**config.mk**
```make
export PLATFORM = sky130hd
export DESIGN_NAME = hgcu_fifo
export DESIGN_NICKNAME = d
export VERILOG_FILES = /design/src/sv/hgcu_pkg.sv /design/src/sv/hgcu_fifo.sv
export SDC_FILE = /design/constraint.sdc
export NUM_CORES = 1
export LEC_CHECK = 0
export ABC_AREA = 1
export BUFFER_PORTS_ARGS = -buffer_cell sky130_fd_sc_hd__buf_4
export CAP_MARGIN = 20
export CELL_PAD_IN_SITES_DETAIL_PLACEMENT = 1
export CELL_PAD_IN_SITES_GLOBAL_PLACEMENT = 1
export CORE_ASPECT_RATIO = 1.2
export CORE_MARGIN = 5
export CORE_UTILIZATION = 40
export CTS_BUF_LIST = sky130_fd_sc_hd__clkbuf_16
export CTS_CLUSTER_DIAMETER = 100
export CTS_CLUSTER_SIZE = 14
export DETAILED_ROUTE_END_ITERATION = 8
export PLACE_DENSITY_LB_ADDON = 0.2
export SKIP_CTS_REPAIR_TIMING = 1
export SLEW_MARGIN = 20
export SYNTH_ARGS = -nofsm -noshare
export SYNTH_HDL_FRONTEND = slang
export SYNTH_SLANG_ARGS = --single-unit
```
**constraint.sdc**
```tcl
create_clock -name clk -period 6.9 [get_ports clk]
set_input_delay 0.345 -clock clk [delete_from_list [all_inputs] [get_ports clk]]
set_output_delay 0.345 -clock clk [all_outputs]
set_load 0.03 [all_outputs]
```
**src/sv/hgcu_pkg.sv**
```systemverilog
`timescale 1ns / 1ps
package hgcu_pkg;

  localparam int GRID_DIM_DEF = 64;
  localparam int TEX_DIM_DEF  = 512;
  localparam int QDEPTH       = 4;

  localparam logic [16:0] ONE      = 17'd65536;
  localparam logic [22:0] M_DIV3   = 23'd5592406;
  localparam logic [30:0] M_HUE    = 31'd2126008812;
  localparam logic [23:0] M_DIV100 = 24'd10737419;
  localparam logic [22:0] V_BASE   = 23'd2949120;
  localparam logic [22:0] V_GAIN   = 23'd25;
  localparam logic [7:0]  ALPHA_OPAQUE = 8'hFF;

  typedef enum logic [2:0] {
    REG_GRID_ROWS = 3'd0,
    REG_GRID_COLS = 3'd1,
    REG_TEX_ROWS  = 3'd2,
    REG_TEX_COLS  = 3'd3,
    REG_ROW_STEP  = 3'd4,
    REG_COL_STEP  = 3'd5,
    REG_CHANNELS  = 3'd6
  } reg_idx_e;

  typedef enum logic {
    KIND_LOAD  = 1'b0,
    KIND_PIXEL = 1'b1
  } kind_e;

  typedef struct packed {
    logic [6:0]  grid_rows;
    logic [6:0]  grid_cols;
    logic [9:0]  tex_rows;
    logic [9:0]  tex_cols;
    logic [21:0] row_step;
    logic [21:0] col_step;
    logic [2:0]  channels;
  } cfg_t;

  typedef struct packed {
    logic [8:0] out_row;
    logic [8:0] out_col;
    logic [7:0] alpha;
  } tag_t;

  typedef struct packed {
    kind_e              kind;
    logic [5:0]         grid_row;
    logic [5:0]         grid_col;
    logic signed [15:0] height;
    logic [30:0]        ypos;
    logic [30:0]        xpos;
    tag_t               tag;
  } item_t;

  typedef struct packed {
    logic push;
    logic pop;
    logic full;
    logic empty;
  } q_ctl_t;

endpackage

```
**src/sv/hgcu_fifo.sv**
```systemverilog
`timescale 1ns / 1ps
module hgcu_fifo
  import hgcu_pkg::*;
(
  input  logic  clk,
  input  logic  rst,
  input  logic  push,
  input  item_t wdata,
  input  logic  pop,
  output item_t rdata,
  output logic  full,
  output logic  empty
);

  localparam int QAW = $clog2(QDEPTH);

  item_t          mem [QDEPTH];
  logic [QAW-1:0] wp;
  logic [QAW-1:0] rp;
  logic [QAW:0]   count;

  assign full  = (count == (QAW + 1)'(QDEPTH));
  assign empty = (count == '0);
  assign rdata = mem[rp];

  always_ff @(posedge clk) begin
    if (push) begin
      mem[wp] <= wdata;
    end
  end

  always_ff @(posedge clk) begin
    if (rst) begin
      wp    <= '0;
      rp    <= '0;
      count <= '0;
    end else begin
      if (push) wp <= wp + 1'b1;
      if (pop)  rp <= rp + 1'b1;
      count <= count + (QAW + 1)'(push) - (QAW + 1)'(pop);
    end
  end

endmodule

```
==> metrics <==
Worst setup SP type=register; Antenna Nets Post-Route=0; Setup violations, final=0; Buf+Inv Stages, Crit Path=3; htree depth=2; most numerous cell in the Yosys netlist=edfxtp_1; Syn Inst Count=1421; Final Routed Wirelength=42000 um; CTS Buf Count=40; Primary FF master, synth=edfxtp_1; final worst-path cycle share=51.0%; unrepaired setup endpoints after global routing=no; Clock Latency Late Sink=550 ps; Slowest-stage cell, CP=dfxtp_4; Synth Register Bits=477; gr ovfl total=0; layout cells sized above 1=16.9%; gr usage total=15.7%; vias in the first global route=11800; Iteration-0 DRC Markers=433; gpl congestion=0.711; number of I/O pins=240; Final Critical Period=3520 ps; Largest stage delay, worst path=950 ps; vias per cell=4.85; Synth area leader=edfxtp_1; library cells used by synthesis=19; Avg WL per Cell=17.6 um; CTS Buffer Depth=3; DRT Pass-1 Iters=4; Fillers=4825; syn nets=1549; R2R setup slack=4400 ps; Post-synth EDFFs=468; Yosys top cell area share=74.3%; Final Max Slew Viols=0; asr flop ratio synth=0%; pwr/cell area=269 nW/um^2; Rows=87; Max Fanout on Critical Path=202; Arrival @ worst endpoint=3180 ps; Final Hold Fails=0; DRC Markers=0; post-synthesis instance area=18900 sq um; port bufs=239; Worst Tran Pin Value=1090 ps; max cap viols=0; Hold Crit Class=input pin to register; Placement Cell Area=21000 sq um; CP endpoint kind=output port; vias post-DR=11600; Synth top cells by count=468 x edfxtp_1, 250 x inv_1, 242 x nand2_1; sequential area share after synthesis=75.2%; Post-layout nets=1880; Data required, critical path=6550 ps; fmax=0.284 GHz; initial core utilization=40.3%; Fin Setup TNS=0 ps; pin count of the biggest net entering global routing=265; fin area=23300 sq um; Area contributors post-synth=edfxtp_1 74%, inv_1 5.0%, nand2_1 4.8%; first-pass GRT wire length=64400 um; status=completed; CTS tree=done; core area=46900 sq um; Die X=209 um; Cell Chain, Critical Path=buf_12, buf_16, a21oi_1, o21ai_0, nand2_1, buf_4; Max-Slew Margin vs Limit=27.4%; syn_area_per_cell=13.3 sq um; hpwl dp=24300 um; worst-case clock skew=15.1 ps; Setup Crit Path Kind=register to output port; initial antenna violation count=2; kind of cell adding the most delay to the critical path=buffers and inverters; Peak VDD IR=0.293 mV; clock root buffer=clkbuf_16; CTS Sinks=477; static leakage=8.99 nW; CTS clk-pin slew, worst paths=60 ps; DIE HEIGHT=248 um; Synth warnings=0; die area=51800 sq um; synthesis-to-finish area growth=23.1%
==> where the power goes <==
part / leakage, nW / internal [mW] / total, mW / switching [mW]
clock network: 0.569 / 1.06 / 2.03 / 0.962
logic: 4.04 / 0.308 / 0.867 / 0.559
registers: 4.37 / 3.31 / 3.36 / 0.0486
==> worst register-to-register path, cell delays in order, from the launching register on <==
cell and delay (ps):
dfxtp_1 330, inv_1 110, ha_1 160, nand2_1 100, inv_6 530, buf_4 860
==> flip-flops by register name, indices dropped and copies added (netlist names), named ones only <==
name and count:
count 3, mem 468, rp 2, wp 2
==> cells in the final DEF, fill, tap and decap left out <==
cell	synthesis	final
a21oi_1	123	123
buf_12	0	1
buf_16	0	1
buf_4	1	246
clkbuf_16	0	41
clkinv_8	0	1
dfxtp_1	9	7
dfxtp_4	0	2
diode_2	0	1
dlygate4sd3_1	0	119
edfxtp_1	468	468
fa_1	1	1
ha_1	6	6
inv_1	250	255
inv_6	0	6
nand2_1	242	242
nand3_1	1	1
nor2_1	4	4
nor3_1	1	1
o211ai_1	117	117
o21ai_0	68	68
o21ai_1	53	53
==> final cells by class <==
cell class              instances  area [sq um]  area share (%)
well taps                     623           779            3.35
repair buffers                367          3090            13.2
clock buffers                  41          1030            4.41
multi-input cells             616          3130            13.4
flip-flops and latches        477         14200            61.2
diodes                          1          2.50          0.0107
inverters                     250           958            4.12
clock inverters                12          67.6           0.290
==> metrics by stage <==
step	total power, mW	cells	util [%]	setup slack, ps	hold WS (ps)
floorplan	3.93	1421	-	3590	416
global placement	4.23	2213	44.7	4080	451
detailed placement	4.25	2213	44.7	4020	461
CTS	6.29	2266	47.0	3370	-84.2
global route	6.55	2387	49.6	3070	132
finish	6.26	2387	49.6	3380	129
==> path summary, 6_finish.rpt <==
| path | from | to | cells past startpoint |
|---|---|---|---|
| worst max-delay path | register | rdata[53] | 6 |
| worst min-delay path | push | wp[0] | 3 |
| worst max register to register | wp[0] | mem[0][56] | 5 |
| worst min register to register | rp[1] | register | 2 |
==> metal layers <==
layer / track usage (%) / part of all wire (%)
met1: 17.9 / 39
met2: 28.9 / 54
met3: 4.23 / 4.8
met4: 4.71 / 2.1
met5: 0 / 0.031
==> kinds of logic after synthesis <==
| group | after synthesis | synth area share (%) |
|---|---|---|
| AOI/OAI and AO/OA | 361 | 11.1 |
| buffers and inverters | 328 | 8.22 |
| adders and majority gates | 7 | 0.503 |
| and+or+nand+nor | 248 | 4.93 |
| DFF | 477 | 75.2 |
(Power assumes the default switching activity.)
