File: src/sv/hgcu_pkg.sv
`timescale 1ns / 1ps
package hgcu_pkg;

  localparam int GRID_DIM_DEF = 64;
  localparam int TEX_DIM_DEF  = 512;
  localparam int QDEPTH       = 4;

  localparam logic [16:0] ONE      = 17'd65536;
  localparam logic [22:0] M_DIV3   = 23'd5592406;
  localparam logic [30:0] M_HUE    = 31'd2126008812;
  localparam logic [23:0] M_DIV100 = 24'd10737419;
  localparam logic [22:0] V_BASE   = 23'd2949120;
  localparam logic [22:0] V_GAIN   = 23'd25;
  localparam logic [7:0]  ALPHA_OPAQUE = 8'hFF;

  typedef enum logic [2:0] {
    REG_GRID_ROWS = 3'd0,
    REG_GRID_COLS = 3'd1,
    REG_TEX_ROWS  = 3'd2,
    REG_TEX_COLS  = 3'd3,
    REG_ROW_STEP  = 3'd4,
    REG_COL_STEP  = 3'd5,
    REG_CHANNELS  = 3'd6
  } reg_idx_e;

  typedef enum logic {
    KIND_LOAD  = 1'b0,
    KIND_PIXEL = 1'b1
  } kind_e;

  typedef struct packed {
    logic [6:0]  grid_rows;
    logic [6:0]  grid_cols;
    logic [9:0]  tex_rows;
    logic [9:0]  tex_cols;
    logic [21:0] row_step;
    logic [21:0] col_step;
    logic [2:0]  channels;
  } cfg_t;

  typedef struct packed {
    logic [8:0] out_row;
    logic [8:0] out_col;
    logic [7:0] alpha;
  } tag_t;

  typedef struct packed {
    kind_e              kind;
    logic [5:0]         grid_row;
    logic [5:0]         grid_col;
    logic signed [15:0] height;
    logic [30:0]        ypos;
    logic [30:0]        xpos;
    tag_t               tag;
  } item_t;

  typedef struct packed {
    logic push;
    logic pop;
    logic full;
    logic empty;
  } q_ctl_t;

endpackage

File: src/sv/hgcu_front.sv
`timescale 1ns / 1ps
module hgcu_front
  import hgcu_pkg::*;
#(
  parameter int TEX_DIM = TEX_DIM_DEF
) (
  input  logic        clk,
  input  logic        rst,
  input  cfg_t        cfg,
  input  logic        s_tvalid,
  output logic        s_tready,
  input  logic [47:0] s_tdata,
  input  logic [0:0]  s_tuser,
  input  logic        q_full,
  output logic        q_push,
  output item_t       item
);

  logic       fv;
  item_t      item_next;
  logic [8:0] tex_row;
  logic [8:0] tex_col;
  logic [31:0] trows;

  assign tex_row  = s_tdata[36:28];
  assign tex_col  = s_tdata[45:37];
  assign s_tready = !fv || !q_full;
  assign q_push   = fv && !q_full;

  always_comb begin
    trows = 32'(cfg.tex_rows);
    if (trows < 32'd2) begin
      trows = 32'd2;
    end else if (trows > 32'(TEX_DIM)) begin
      trows = 32'(TEX_DIM);
    end
    item_next.kind          = kind_e'(s_tuser[0]);
    item_next.grid_row      = s_tdata[5:0];
    item_next.grid_col      = s_tdata[11:6];
    item_next.height        = s_tdata[27:12];
    item_next.ypos          = 31'(tex_row) * 31'(cfg.row_step);
    item_next.xpos          = 31'(tex_col) * 31'(cfg.col_step);
    item_next.tag.out_row   = 9'(trows - 32'd1 - 32'(tex_row));
    item_next.tag.out_col   = tex_col;
    item_next.tag.alpha     = (cfg.channels == 3'd4) ? ALPHA_OPAQUE : 8'd0;
  end

  always_ff @(posedge clk) begin
    if (rst) begin
      fv <= 1'b0;
    end else if (s_tready) begin
      fv <= s_tvalid;
    end
  end

  always_ff @(posedge clk) begin
    if (s_tready && s_tvalid) begin
      item <= item_next;
    end
  end

endmodule

File: config.mk
export PLATFORM = sky130hd
export DESIGN_NAME = hgcu_front
export DESIGN_NICKNAME = d
export VERILOG_FILES = /design/src/sv/hgcu_pkg.sv /design/src/sv/hgcu_front.sv
export SDC_FILE = /design/constraint.sdc
export NUM_CORES = 1
export LEC_CHECK = 0
export ABC_AREA = 1
export BUFFER_PORTS_ARGS = -buffer_cell sky130_fd_sc_hd__buf_2
export CORE_MARGIN = 5
export CORE_UTILIZATION = 54
export DETAILED_ROUTE_END_ITERATION = 7
export PLACE_DENSITY = 0.78
export SYNTH_ARGS = -nofsm -noshare
export SYNTH_HDL_FRONTEND = slang
export SYNTH_SLANG_ARGS = --single-unit
File: constraint.sdc
create_clock -name clk -period 7.3 [get_ports clk]
set_input_delay 0.73 -clock clk [delete_from_list [all_inputs] [get_ports clk]]
set_output_delay 0.73 -clock clk [all_outputs]
set_load 0.02 [all_outputs]
==> summary by stage <==
Worst setup path
At the worst endpoint, the required time is 7460 ps. STA classifies the critical path startpoint as a primary input. The most frequent cell on the critical path is inv_1.

The critical path's largest stage delay is 570 ps. The slowest stage of the critical path is the fa_1 cell. In this run the worst path has a maximum fanout of 23. The signal on the critical path passes through buf_2 -> nand2_1 -> fa_1 -> inv_1 -> fa_1 -> fa_1 -> inv_1 -> fa_1 -> inv_1 -> ha_1 -> nand2_1 -> inv_1 -> a21oi_1 -> nand2_1 -> inv_1 -> nand2_1 -> xor2_1.

The worst setup path is captured at a register. The critical path in this run is classified as primary input to register. For flop-to-flop paths, the worst setup slack is 5160 ps. The data arrival time of the worst path is 4930 ps.

GRT
The number of antenna violations at the first check in global routing is 0. The aggregate global-route resource usage is 23.46%. The global-route wire length before repair is 70060 um. The number of global-route vias before repair was 15233. For this run the aggregate overflow at the end of global routing stands at 0.

The maximum number of pins on one net before global-route repair is 62.

Drt
In this run, the number of DRC markers left after iteration 0 of detailed routing was 910. Summing over every cut layer, the via total after detailed routing is 14494. The wire length after detailed routing is 41470 um. The pre-antenna-repair detailed-routing pass consisted of 6 iterations. The remaining antenna violation count is 0.

Dividing the detail-routed via count by the number of cells gives 4.898. The average wire per cell in the routed design is 14.01 um. For this run, design rule violations remaining after detail routing come to 0.

Clock network
For the worst-skew pair, the clock arrives at the later sink with an insertion delay of 370 ps. Gates resized during post-CTS repair numbered 0. The clock drives 111 sinks. The clock input transition at the sequential cells of the worst setup and hold paths is 90 ps. The hold-fix buffer count after cts is 0. TritonCTS built the clock tree.

Clock tree synthesis selected as its root buffer the cell clkbuf_16. No sink is reached through more buffers than the 2 on the longest clock path. The CTS H-tree depth is 3. Clock tree synthesis inserted a total of 9 buffers. The buffers inserted during post-CTS setup optimization is 0.

STA
The final hold violation count is 0. Setup violations remaining at the end of the flow were counted as 0. The maximum achievable frequency is 0.2094 GHz. The worst pin sits at a relative slew slack of 51.66%. Final hold analysis gives a worst-case slack of 502.4 ps. The final critical path takes up 65.43% of the cycle. At the pin with the least slew margin, the transition time is 725.1 ps. The clock period minus final worst setup slack is 4777 ps. Adding up every negative setup slack in the final design gives 0 ps. Setup repair after global routing left no endpoint under its margin.

The largest clock skew in the final design is 10.55 ps. The worst path setup slack after routing is 2523 ps. The max-slew violation count was 0.

Pwr
The total power consumption of the routed design is 7.337 mW. The share of total power dissipated in combinational logic is 77.1%. Net switching is 54.97% of the power. For this design the ratio of total power to cell area is 374.9 mW/mm^2. The switching power total is 4.033 mW.

The share of total power dissipated in the clock network is 7.1%. The internal portion of the total power is 3.303 mW. The maximum resistive drop on vdd is 0.2996 mV. Sequential cells burn 15.8% of the power. The analysis attributes to cell leakage a power of 12.10 nW.

Logic synthesis
The number of synthesized register bits is 111. The synthesized design contains 110 enable-type register cells. Yosys printed 0 warnings. The prevailing post-synth register cell is edfxtp_1. Counting distinct cell types in the post-synthesis netlist gives 33. The area of the mapped netlist is 0.01790 sq mm. A synthesized cell averages 7.586 sq um. The share of synthesized flip-flops with an asynchronous set or reset is 0%. The proportion of synthesized chip area in sequential cells is 18.57%. The post-synthesis instance total is 2359. The net count after synthesis is 2886.

Flow run
The total of max-cap violations is 0.

Floorplan
The area enclosed by the die boundary is 0.03688 sq mm. For this design the top-level I/O count stands at 253. The total area inside the core boundary comes to 0.03262 sq mm. The row count is 66.

The width of the die is 192.0 um. The die is 192.0 um tall. Once the floorplan was initialized, standard cells occupied 54.86% of the core.

Place
The number of instances in the placed design is 2942. Summing all placed instances gives a cell area of 0.01925 sq mm. The minimum setup slack after placement is 2216 ps. The half-perimeter wire length after placement is 34130 um. At the end of routability-driven placement, the weighted congestion stood at 0.9111.

The count of buffers inserted at the top-level ports is 226.

Run status
The run finished with clean final reports.

Layout
Summing all non-filler instances in the final layout gives an area of 0.01957 sq mm. Cells with a size suffix above 1 make up 11.37% of the layout. The end-of-flow core utilization is 59.99%.

The layout filler cell count is 2875. The count of cells in the finished layout, fillers not included, comes to 2959. The area growth from synthesis to layout is 9.341%. For this run, the post-layout net count is 3038.

Worst hold path
The worst hold path belongs to the class primary input to register.
[cells in the mapped netlist, types with 12 or more instances]
cell	instances	area, sq um
a21oi_1	39	195.2
nand2_1	741	2781
xor2_1	21	183.9
fa_1	283	5665
nor2_1	69	259.0
ha_1	110	1376
nand3_1	57	285.3
inv_1	741	2781
nand2_2	14	87.58
xnor2_1	12	105.1
nor2_2	15	93.84
clkbuf_1	76	285.3
nand4_1	17	106.4
edfxtp_1	110	3303
[routing by layer]
layer	part of all wire [%]	GRT usage, %	up-vias	routed length (um)
met5	0	0	-	0
met4	3.1	8.502	0	1279
met3	7.4	3.381	87	3048
met2	50	41.67	542	20550
met1	40	29.21	6894	16590
li1	-	-	6971	-
[worst max-delay path, delay by kind of cell]
family                     cells  cell delay (ps)
adders and majority gates      5             2490
buffers and inverters          6              670
xor gates and xnor gates       1              310
and+or+nand+nor                4              510
AOI/OAI and AO/OA              1              180
[cell usage in the layout (no fill, tap or decap), types with 2 or more instances in the layout]
cell type	count
inv_1	741
nand2_1	741
fa_1	283
buf_2	226
ha_1	110
edfxtp_1	110
nor2_1	69
nand3_1	57
a21oi_1	38
xor2_1	21
nand4_1	17
nor2_2	15
nand2_2	14
xnor2_1	12
clkbuf_16	9
o21bai_1	7
o21ai_0	7
and2_1	6
nand3_2	5
nor3_1	3
clkinv_8	3
nor3_2	2
o21ai_2	2
nor2_4	2
clkinv_4	2
buf_4	2
[power by group through the flow]
stage          Combinational (mW)  Clock, mW  Sequential [mW]
2_1_floorplan                3.99          0             1.39
3_3_place_gp                 5.52          0             1.17
3_5_place_dp                 5.62          0             1.17
4_1_cts                      5.67      0.536             1.16
5_1_grt                      6.49      0.569             1.18
6_report                     5.65      0.521             1.16
[area by class of cell]
class / instances / area (sq um) / area share, %
clock inverters: 7 / 86.33 / 0.4412
diodes: 1 / 2.502 / 0.01279
inverters: 742 / 2785 / 14.23
well taps: 442 / 553.0 / 2.826
flip-flops and latches: 111 / 3323 / 16.98
multi-input cells: 1419 / 11450 / 58.49
clock buffers: 9 / 225.2 / 1.151
repair buffers: 228 / 1146 / 5.857
[path summary, 6_finish.rpt]
| kind | start | end | cells past startpoint |
|---|---|---|---|
| hold reg to reg | fv$_SDFFE_PP0N_ | fv$_SDFFE_PP0N_ | 2 |
| hold / removal | rst | fv$_SDFFE_PP0N_ | 2 |
| setup reg to reg | fv$_SDFFE_PP0N_ | item[53]$_DFFE_PP_ | 3 |
| setup / recovery | s_tdata[28] | item[76]$_DFFE_PP_ | 17 |
[cell families (layout without fill, tap and decap cells)]
group                    count (synthesis)  after routing  synth area share [%]
buffers and inverters                  829            986                 17.53
flip-flops                             111            111                 18.57
adder cells (fa/ha/maj)                393            393                 39.35
XOR/XNOR                                33             33                 1.615
AND/OR/NAND/NOR                        936            936                 21.19
other                                    0              1                     0
AO/OA/AOI/OAI                           57             57                 1.741
[flip-flops by register name (all words and copies together), names as in the netlist]
register,flops
item,110
fv,1
(Power assumes the default switching activity.)
